--- config.mk ---
export PLATFORM = sky130hd
export DESIGN_NAME = bpa_map
export DESIGN_NICKNAME = d
export VERILOG_FILES = /design/src/hdl/bpa_map.sv
export SDC_FILE = /design/constraint.sdc
export NUM_CORES = 2
export LEC_CHECK = 0
export BUFFER_PORTS_ARGS = -buffer_cell sky130_fd_sc_hd__clkbuf_2
export CORE_ASPECT_RATIO = 1.5
export CORE_MARGIN = 1
export CORE_UTILIZATION = 30
export DETAILED_ROUTE_END_ITERATION = 8
export GPL_TIMING_DRIVEN = 0
export PLACE_DENSITY_LB_ADDON = 0.12
export RECOVER_POWER = 100
export SYNTH_ARGS = -nofsm -noshare
export SYNTH_HDL_FRONTEND = slang
export SYNTH_SLANG_ARGS = --single-unit
--- constraint.sdc ---
create_clock -name clk -period 4.95 [get_ports clk]
set_input_delay 0.99 -clock clk [delete_from_list [all_inputs] [get_ports clk]]
set_output_delay 0.99 -clock clk [all_outputs]
set_load 0.01 [all_outputs]
--- src/hdl/bpa_map.sv ---
// Page bitmap storage: one write port, one read port with registered data.
module bpa_map #(
  parameter int WORDS = 128,
  parameter int WIDTH = 32,
  parameter int AW    = 7
) (
  input  logic             clk,
  input  logic             we,
  input  logic [AW-1:0]    waddr,
  input  logic [WIDTH-1:0] wdata,
  input  logic [AW-1:0]    raddr,
  output logic [WIDTH-1:0] rdata
);

  logic [WIDTH-1:0] mem [WORDS];

  always_ff @(posedge clk) begin
    if (we) begin
      mem[waddr] <= wdata;
    end
    rdata <= mem[raddr];
  end

endmodule

Yosys cells after proc, flatten, opt, wreduce, memory -nomap -nowiden

Memories as Yosys holds them, arrays and structs flattened. A register that Yosys moved wholly into a read port is not among the register bits.
Cells that the tools add are included.

Bits in writable memories: 4096
Output and inout port bits: 32
Input port bits: 48
Memories kept: 1
Bits in registers: 0
Word-level logic and storage cells: 3

Memories:

| name | depth | bits a word | rd ports | clocked after memory_dff | wr ports | line | source |
|---|---|---|---|---|---|---|---|
| mem  | 128   | 32          | 1        | 1                        | 1        | 15   | `logic [WIDTH-1:0] mem [WORDS];` |

Muxes and demuxes: 2

Operators with widths:

| kind   | count |
|---|---|
| $mux 1 | 2 |

Longest topological paths before layout

Word-level depth: 2
Depth in mapped cells: 8
Gate-level depth less buffers: 4

Least setup slack after synthesis

No wires, ideal clock.

Kind: input to register
From: input we
To: memory mem[98][0] (enable)
Arrival: 3768 ps
Path slack: 721 ps
Library setup time: 461 ps
Required time: 4489 ps
Stages on the path: 3
Buffers on the path: 1
Path through: clkbuf_1 > nand4_1 > nor3_1

Longest elaborated chain between the ends: 2

Ends and longest elaborated chain:

| item                         | line | source |
|---|---|---|
| start, declared              | 8    | `input logic we,` |
| $mux 1                       | 18   | `if (we) begin` |
| $mux 1 (implied by the code) | 19   | `mem[waddr] <= wdata;` |
| end, declared                | 15   |  |

No other way between the ends.

Worst setup path after layout

From: input waddr[2]
To: memory mem[108][20] (enable)

RTL lines:

| item            | line | source |
|---|---|---|
| start, declared | 9    | `input logic [AW-1:0] waddr,` |

Straight into the memory's write port.

==> summary.md <==
| Metric | Value |
|---|---|
| Status | complete, but fails checks |
| Violated checks | capacitance limit, slew limit, setup timing |
| Postcts setup bufs | 0 |
| Fin cells | 14217 |
| 1st-pass router iterations | 7 |
| Clock share of power | 0.422 |
| Final hold violation count | 0 |
| Initial antenna violation count | 110 |
| Post-Synth Simple-Gate Area | 0.00446 |
| Buffers on Ports | 68 |
| Largest net degree at the start of global routing | 129 |
| Synth warn | 0 |
| Initial core utilization | 0.301 |
| Die H | 886 um |
| Yosys reg bits | 4128 |
| Syn-to-layout area delta | 16.0% |
| Placed Area | 171000 um^2 |
| Number of H-tree levels | 5 |
| Die span in x | 591 um |
| Unique masters post-synth | 17 |
| Hpwl dp | 359000 um |
| Cell Area, Synth | 156000 um^2 |
| Crit-path max FO | 18 |
| Final period util | 1.02 |
| Fin nets | 6738 |
| Max rail drop VDD | 0.275 mV |
| Max-cap viol count | 171 |
| Power per cell area | 411 nW/um^2 |
| Vias in the first global route | 74713 |
| Tmin final | 5050 ps |
| Final worst slack | -101 ps |
| Leakage power | 54.3 nW |
| Complex-gate fraction of the synthesized area | 0 |
| Worst Max-Slew Pin Slew | 3860 ps |
| Proportion of synthesized area in mux cells | 0.196 |
| Setup crit end kind | flop |
| Worst slew margin | -1.58 |
| Post-CTS sizing | 0 |
| Synth Instances | 5990 |
| Sw Share | 0.223 |
| Power Internal | 57.9 mW |
| Sink Count | 4128 |
| Critical path type | in2reg |
| Routed vias/inst | 4.98 |
| IO Pins | 80 |
| Final design instance area without fill | 181000 um^2 |
| XOR/XNOR share of the synthesized area | 0 |
| Critical path arrival | 5760 ps |
| Setup tns final | -10850 ps |
| Clk root buf | clkbuf_16 |
| Fmax | 198 MHz |
| Vias | 70765 |
| Cells after DPL | 13124 |
| Hold-fix buffers at CTS | 0 |
| Largest family of logic cells by synthesized area | multiplexers |
| Clock slew seen by the registers of the worst setup and hold paths | 70 ps |
| Final setup fails | 184 |
| # fillers | 47915 |
| Die Area | 524000 um^2 |
| Violation count after the first detailed-route iteration | 6622 |
| DRT Wirelength | 514000 um |
| Worst setup SP type | input pin |
| Layout cells sized above 1 | 0.312 |
| Hold WS | 638 ps |
| Sequential share of the synthesized area | 0.791 |
| Post-Syn Area per Cell | 26.1 um^2 |
| Switching power of the nets | 16.6 mW |
| Routed Antenna Nets | 0 |
| First-pass GRT wire length | 681000 um |
| Clock buffer depth | 4 |
| Total global routing overflow | 0 |
| TritonCTS buffer count | 410 |
| Hold WC Path Type | in2reg |
| Gpl congestion | 0.852 |
| Clock latency on the worst-skew pair | 1020 ps |
| DRC Markers | 0 |
| CTS tree | built |
| Avg WL per Cell | 36.2 um |
| Clock Skew | 41.6 ps |
| Comb pwr share | 0.058 |
| CP Data Required Time | 5660 ps |
| Reg power frac | 0.520 |
| Post-synthesis adder-cell area fraction | 0 |
| GRT Overall Usage | 0.194 |
| Core area | 519000 um^2 |
| # rows | 324 |
| Mapped Nets | 6038 |
| Max-slew violations | 5579 |
[flip-flops by register name, indices dropped and copies added, names as in the netlist]
register	flops
mem	4096
rdata	32
[power groups by stage]
stage	sequential (mW)	combinational, mW	clock [mW]
detailed placement	39.4	4.63	0
floorplan	39.4	1.86	0
finish	38.7	4.35	31.4
CTS	38.6	4.63	32.1
global placement	39.5	4.37	0
global route	38.7	4.49	33.3
[path summary, 6_finish.rpt]
path / start / to / slack (ps) / cells past startpoint
worst max-delay path: waddr[2] / mem[108][20]$_DFFE_PP_ / -100 / 7
worst min-delay path: wdata[4] / mem[7][4]$_DFFE_PP_ / 640 / 1
worst max register to register: mem[117][18]$_DFFE_PP_ / rdata[18]$_DFF_P_ / 2010 / 4
worst min register to register: mem[61][23]$_DFFE_PP_ / rdata[23]$_DFF_P_ / 1200 / 4
[synth_stat cells]
library cell  count  area (um^2)
buf_2            79          395
nor3_1            9         45.0
buf_6             2         22.5
or3_1             1         6.26
nor2b_1           7         43.8
mux4_2         1344        30300
nand2b_1          2         12.5
nand2_1          14         52.6
buf_1            50          188
dfxtp_1          32          641
edfxtp_1       4096       123000
nand4_1           3         18.8
nor2_1          122          458
nand3_1          12         60.1
mux2_2           32          360
clkbuf_1        182          683
buf_4             3         22.5
[kinds of logic after synthesis]
family        count (synthesis)
flops                      4128
mux                        1376
buf+inv                     316
simple gates                170
[worst max-delay path: stages]
cell and delay [ps]:
clkbuf_1 500, nor2b_1 700, nand2_1 530, clkbuf_1 320, clkbuf_2 460, nor2_1 1880
buf_12 290
[per-layer routing]
| layer | wire length (um) | part of all wire | track usage |
|---|---|---|---|
| met3 | 24200 | 0.047 | 0.0300 |
| met5 | 207 | 0.00040 | 0 |
| met4 | 28200 | 0.055 | 0.104 |
| met2 | 283000 | 0.55 | 0.359 |
| met1 | 179000 | 0.35 | 0.213 |
[layout make-up]
class | count | area (um^2) | share of cell area
Antenna cell | 350 | 876 | 0.00483
Buffer | 316 | 1340 | 0.00740
Clock buffer | 494 | 10800 | 0.0594
Tap cell | 6846 | 8570 | 0.0472
Sequential cell | 4128 | 124000 | 0.682
Clock inverter | 249 | 2380 | 0.0132
Timing Repair Buffer | 288 | 2370 | 0.0131
Multi-Input combinational cell | 1546 | 31400 | 0.173
[per-stage QoR]
| stage | power [mW] | util | worst slack (ps) |
|---|---|---|---|
| floorplan | 41.3 | - | 721 |
| finish | 74.5 | 0.349 | -101 |
| detailed placement | 44.0 | 0.329 | -985 |
| global placement | 43.9 | 0.318 | -3970 |
| global route | 76.5 | 0.349 | -33.3 |
| CTS | 75.4 | 0.355 | 112 |
[cell usage in the layout (no fill, tap or decap), types with 4 or more instances in the layout]
master / n
clkinv_2: 69
bufinv_16: 46
buf_2: 84
mux4_2: 1344
dfxtp_1: 32
mux2_1: 19
clkbuf_1: 375
nand2_1: 14
clkbuf_2: 101
clkbuf_16: 419
nor2b_1: 7
buf_16: 14
dlymetal6s4s_1: 4
nor2_1: 104
inv_6: 10
nor3_1: 9
buf_12: 48
edfxtp_1: 4096
buf_1: 44
diode_2: 350
clkinv_1: 104
mux2_2: 13
clkinvlp_4: 14
nor2_2: 18
nand3_1: 12
(Power assumes the default switching activity.)
