$ cat config.mk
export PLATFORM = sky130hd
export DESIGN_NAME = bpa_word_unit
export DESIGN_NICKNAME = d
export VERILOG_FILES = /design/src/hdl/bpa_pkg.sv /design/src/hdl/bpa_word_unit.sv
export SDC_FILE = /design/constraint.sdc
export NUM_CORES = 1
export LEC_CHECK = 0
export BUFFER_PORTS_ARGS = -buffer_cell sky130_fd_sc_hd__buf_2
export CORE_ASPECT_RATIO = 1.75
export CORE_MARGIN = 2
export CORE_UTILIZATION = 42
export DETAILED_ROUTE_END_ITERATION = 6
export PLACE_DENSITY = 0.64
export SLEW_MARGIN = 40
export SYNTH_ARGS = -nofsm -noshare
export SYNTH_HDL_FRONTEND = slang
export SYNTH_SLANG_ARGS = --single-unit
$ cat constraint.sdc
create_clock -name vclk -period 9
set_input_delay 1.8 -clock vclk [all_inputs]
set_output_delay 1.8 -clock vclk [all_outputs]
set_load 0.005 [all_outputs]
$ cat src/hdl/bpa_pkg.sv
// Shared types, codes and defaults of the bitmap page allocator.
package bpa_pkg;

  localparam int MAX_PAGES_DEF = 4096;
  localparam int WORD_BITS_DEF = 32;
  localparam int CFG_W         = 13;
  localparam int INDEX_W       = 12;
  localparam int COUNT_W       = 13;
  localparam logic [CFG_W-1:0] PAGES_RESET = 13'd4096;

  typedef enum logic {
    MODE_ALLOC = 1'b0,
    MODE_FREE  = 1'b1
  } mode_t;

  typedef enum logic [1:0] {
    ST_OK        = 2'd0,
    ST_NO_SPACE  = 2'd1,
    ST_BAD_RANGE = 2'd2
  } status_t;

  typedef struct packed {
    mode_t              mode;
    logic [INDEX_W-1:0] page_index;
    logic [COUNT_W-1:0] page_count;
  } item_t;

  typedef struct packed {
    status_t            status;
    logic [INDEX_W-1:0] first_page;
  } result_t;

  // Outcome of one word evaluation by the scan unit.
  typedef struct packed {
    logic found;
    logic in_word;
    logic all_free;
  } hit_t;

  typedef enum logic [2:0] {
    S_CLEAR,
    S_IDLE,
    S_SCAN,
    S_UPD_RD,
    S_UPD_WR
  } state_t;

endpackage

$ cat src/hdl/bpa_word_unit.sv
// Scan unit: evaluates one bitmap word against the run carried in from below.
module bpa_word_unit #(
  parameter int WORD_BITS = bpa_pkg::WORD_BITS_DEF,
  parameter int CNT_W     = 14,
  parameter int OFF_W     = 5
) (
  input  logic [WORD_BITS-1:0] used,
  input  logic [CNT_W-1:0]     carry,
  input  logic [CNT_W-1:0]     count,
  output bpa_pkg::hit_t        hit,
  output logic [OFF_W-1:0]     end_bit,
  output logic [CNT_W-1:0]     carry_next
);
  import bpa_pkg::*;

  localparam int BW = $clog2(WORD_BITS + 1);

  function automatic logic [WORD_BITS-1:0] low_mask(input logic [CNT_W-1:0] n);
    logic [WORD_BITS:0] one;
    one = {{WORD_BITS{1'b0}}, 1'b1};
    return WORD_BITS'((one << n) - one);
  endfunction

  logic [BW-1:0]        tz;
  logic [BW-1:0]        hz;
  logic [CNT_W-1:0]     need;
  logic [CNT_W-1:0]     sel;
  logic [WORD_BITS-1:0] run_mask;
  logic                 found_a;
  logic                 found_b;

  always_comb begin
    tz = '0;
    hz = '0;
    // free pages at the bottom and at the top of the word
    for (int k = 0; k < WORD_BITS; k++) begin
      if ((used & low_mask(CNT_W'(k + 1))) == '0) begin
        tz = BW'(k + 1);
      end
      if ((used & ~low_mask(CNT_W'(WORD_BITS - 1 - k))) == '0) begin
        hz = BW'(k + 1);
      end
    end

    // run continuing from lower words, ending inside this word
    need    = count - carry;
    found_a = (count > carry) && (need <= CNT_W'(tz));

    // run that starts after a used page inside this word; lowest start wins
    run_mask = low_mask(count);
    found_b  = 1'b0;
    sel      = '0;
    for (int s = WORD_BITS - 1; s >= 1; s--) begin
      if ((CNT_W'(s) + count <= CNT_W'(WORD_BITS)) && ((used & (run_mask << s)) == '0)) begin
        found_b = 1'b1;
        sel     = CNT_W'(s);
      end
    end

    hit.found    = found_a || found_b;
    hit.in_word  = !found_a;
    hit.all_free = (tz == BW'(WORD_BITS));
    end_bit      = found_a ? OFF_W'(need - 1'b1) : OFF_W'(sel + count - 1'b1);
    carry_next   = hit.all_free ? carry + CNT_W'(WORD_BITS) : CNT_W'(hz);
  end

endmodule

==> impl_metrics.tcl, run 1 <==
set metrics [dict create \
    flow.stopped_at "global routing" \
    fp.dieH_um 228 \
    synthCells 1935 \
    grt_use_total_pct 69.0 \
    die_w_um 132 \
    yosys.area.top_type "xnor2_1" \
    portBuffers 82 \
    synthTopCellsByArea "xnor2_1, nand2_1, clkbuf_1, o21ai_0, ha_1" \
    synth_top_area_share_pct 5.58 \
    yosysSeqAreaShare_pct 0 \
    error "[ERROR GRT-0116] Global routing finished with congestion. Check the congestion regions in the DRC Viewer." \
    first_global_vias 21100 \
    place_inst 2488 \
    pin_count 82 \
    placed_area_um2 14800 \
    grt_max_degree 61 \
    ys_warn_count 0 \
    initial_core_util_pct 42.4 \
    synth_fp_nets 2044 \
    grt_pass1_wl_um 157000 \
    grt_overflow 99 \
    cts_hold_buf 0 \
    place_hpwl_um 71600 \
    gp_congestion 1.20 \
    netlist_area_um2 12100 \
    syn_avg_cell_area_um2 6.25 \
    yosysMostFrequentCell "nand2_1" \
    row_count 82 \
    status "stopped before the end" \
    synthTopCellsByCount "nand2_1, clkbuf_1, nor2_1" \
    synth.distinct_cells 90 \
]
[logic make-up after synthesis]
kind of cell,Yosys count,synth area share [%]
multiplexers,19,1.68
XOR/XNOR,95,6.88
adder cells (fa/ha/maj),52,5.44
buffers and inverters,291,9.45
AO/OA/AOI/OAI,762,45.5
AND/OR/NAND/NOR,716,31.0
[through the flow]
step	hold WS, ns	setup WS (ns)
4_1_cts	3.90	0.00753
3_3_place_gp	3.88	-0.209
2_1_floorplan	3.63	0.0137
3_5_place_dp	3.89	-0.169
[layer usage]
layer	GRT overflow	GRT usage [%]
met4	47	70.7
met2	52	88.6
met1	0	70.7
met5	0	10.1
met3	0	46.6
[repair_timing]
| item | in CTS |
|---|---|
| hold endpoints to repair | 0 |
| setup buffers | 0 |
| pin swaps | 0 |
| resized for setup | 8 |
| endpoints found under the setup margin | 2 |
==> inputs of run 2 (changes only) <==
--- a/config.mk
+++ b/config.mk
@@ -6,11 +6,10 @@
 export NUM_CORES = 1
 export LEC_CHECK = 0
 export BUFFER_PORTS_ARGS = -buffer_cell sky130_fd_sc_hd__buf_2
-export CORE_ASPECT_RATIO = 1.75
 export CORE_MARGIN = 2
-export CORE_UTILIZATION = 42
+export CORE_UTILIZATION = 27
 export DETAILED_ROUTE_END_ITERATION = 6
-export PLACE_DENSITY = 0.64
+export PLACE_DENSITY_LB_ADDON = 0.15
 export SLEW_MARGIN = 40
 export SYNTH_ARGS = -nofsm -noshare
 export SYNTH_HDL_FRONTEND = slang
==> constraint.sdc (replaced) <==
create_clock -name vclk -period 11.7
set_input_delay 2.34 -clock vclk [all_inputs]
set_output_delay 2.34 -clock vclk [all_outputs]
set_load 0.005 [all_outputs]
==> impl_metrics.tcl, run 2 <==
set metrics [dict create \
    status "complete, no violations" \
    yosysSeqAreaShare_pct 0 \
    synthTopCellsByCount "nand2_1, clkbuf_1, nor2_1" \
    fin_crit_sh_pct 95.6 \
    antenna_found_initial 2 \
    coreArea_um2 44200 \
    die_w_um 216 \
    first_global_vias 17500 \
    cts_resized 0 \
    min_path_cells 3 \
    rsz0062_at_grt "false" \
    netlist_area_um2 12100 \
    drv_slew 0 \
    crit_fanout 22 \
    mostFrequentLayoutCells "nand2_1, buf_4, nor2_1" \
    routed_wirelength_um 97700 \
    hp-start "carry[5]" \
    clockBufferCount 0 \
    setup_viol 0 \
    ant_nets 0 \
    finalHoldViolCount 0 \
    max_slew.worst_pin.slew_ns 0.999 \
    grt_pass1_wl_um 136000 \
    drt-initial-drc-count 3136 \
    seq_area_um2 0 \
    start_kind "primary input" \
    critical_path_arrival_ns 8.85 \
    grt_overflow 0 \
    whs_endpoint "carry_next[5]" \
    die_area_um2 46500 \
    num_vias 18700 \
    synthToLayoutAreaGrowth_pct 11.7 \
    avgRoutedWirePerCell_um 38.7 \
    layout_commonest_cell "nand2_1" \
    holdCritPathClass "primary input to output port" \
    drt_pre_antenna_iters 7 \
    totalNegativeSetupSlack_ns 0 \
    via_per_inst 7.42 \
    gp_congestion 1.05 \
    portBuffers 82 \
    layout_min_cycle_time_ns 11.19 \
    synth_top_area_share_pct 5.58 \
    yosysMostFrequentCell "nand2_1" \
    row_count 77 \
    critPathKind "primary input to output port" \
    syn_avg_cell_area_um2 6.25 \
    fp.dieH_um 216 \
    grt_max_degree 50 \
    synth.distinct_cells 90 \
    max_clock_freq_mhz 89.4 \
    max-cap-violations 0 \
    postCtsSetupBuffers 0 \
    synthCells 1935 \
    synthTopCellsByArea "xnor2_1, nand2_1, clkbuf_1, o21ai_0, ha_1" \
    pin_count 82 \
    ys_warn_count 0 \
    grt_use_total_pct 40.0 \
    synth_fp_nets 2044 \
    slew_headroom_pct 33.2 \
    design.seq.count 0 \
    yosys.area.top_type "xnor2_1" \
    drc 0 \
    cts_hold_buf 0 \
    initial_core_util_pct 27.3 \
    final_layout_size_suffix_gt1_share_pct 14.5 \
    crit_required_ns 9.36 \
    cp-end-kind "output port" \
    place_hpwl_um 70500 \
    nets 2039 \
]
## run 2: how the worst max path moves through the flow
stage / slack (ns) / end / depth (start not counted) / from
floorplan: 1.53 / end_bit[4] / 27 / count[9]
global placement: 0.65 / end_bit[4] / 22 / count[6]
detailed placement: 0.81 / end_bit[4] / 24 / count[3]
CTS: 0.75 / end_bit[4] / 24 / count[3]
global route: 0.29 / end_bit[4] / 26 / count[3]
finish: 0.51 / end_bit[4] / 22 / count[10]
## run 2: layer usage
layer | share of wire, % | global-route usage [%] | up-vias
met5 | 0.013 | 0 | -
met4 | 8.5 | 25.7 | 2
met3 | 14 | 12.5 | 479
met2 | 40 | 57.4 | 1666
met1 | 38 | 51.3 | 9024
li1 | - | - | 7546
## run 2: final cells by class
cell class | instances | area (um2)
Timing Repair Buffer | 224 | 1500
Antenna cell | 2 | 5.00
Fill cell | 4942 | 30700
Tap cell | 592 | 741
Multi-Input combinational cell | 1644 | 11000
Inverter | 60 | 225
## run 2: cells by family (layout without fill, tap and decap cells)
group | count (synthesis) | count (layout) | share of synthesized area (%)
compound gates | 762 | 762 | 45.5
mux | 19 | 19 | 1.68
buf+inv | 291 | 284 | 9.45
fa+ha+maj | 52 | 52 | 5.44
simple gates | 716 | 716 | 31.0
xor+xnor | 95 | 95 | 6.88
other cells | 0 | 2 | 0
## run 2: metrics by stage
step           utilization [%]  instance area [um2]  std cells  setup slack (ns)  hold WS, ns
6_report                  30.5                13500       2522             0.513         4.97
3_5_place_dp              30.5                13500       2520             0.814         4.97
4_1_cts                   30.5                13500       2520             0.754         4.97
5_1_grt                   30.5                13500       2520             0.293         5.00
2_1_floorplan                -                12100       1935              1.53         4.71
3_3_place_gp              30.4                13500       2520             0.655         4.97
## run 2: critical path, stage by stage
cell       delay, ns
buf_2           0.12
buf_4           0.24
or4_1           0.92
buf_4           0.31
nor3_1          0.70
o2111ai_1       0.59
mux2_4          0.53
a22o_1          0.20
a2111oi_0       0.71
and3_1          0.30
nor2_1          0.08
nand2_1         0.08
o21ai_0         0.09
ha_1            0.31
inv_1           0.05
ha_1            0.28
a21o_1          0.17
a21oi_1         0.17
xnor2_1         0.12
and4_4          0.20
o31ai_2         0.17
buf_2           0.14
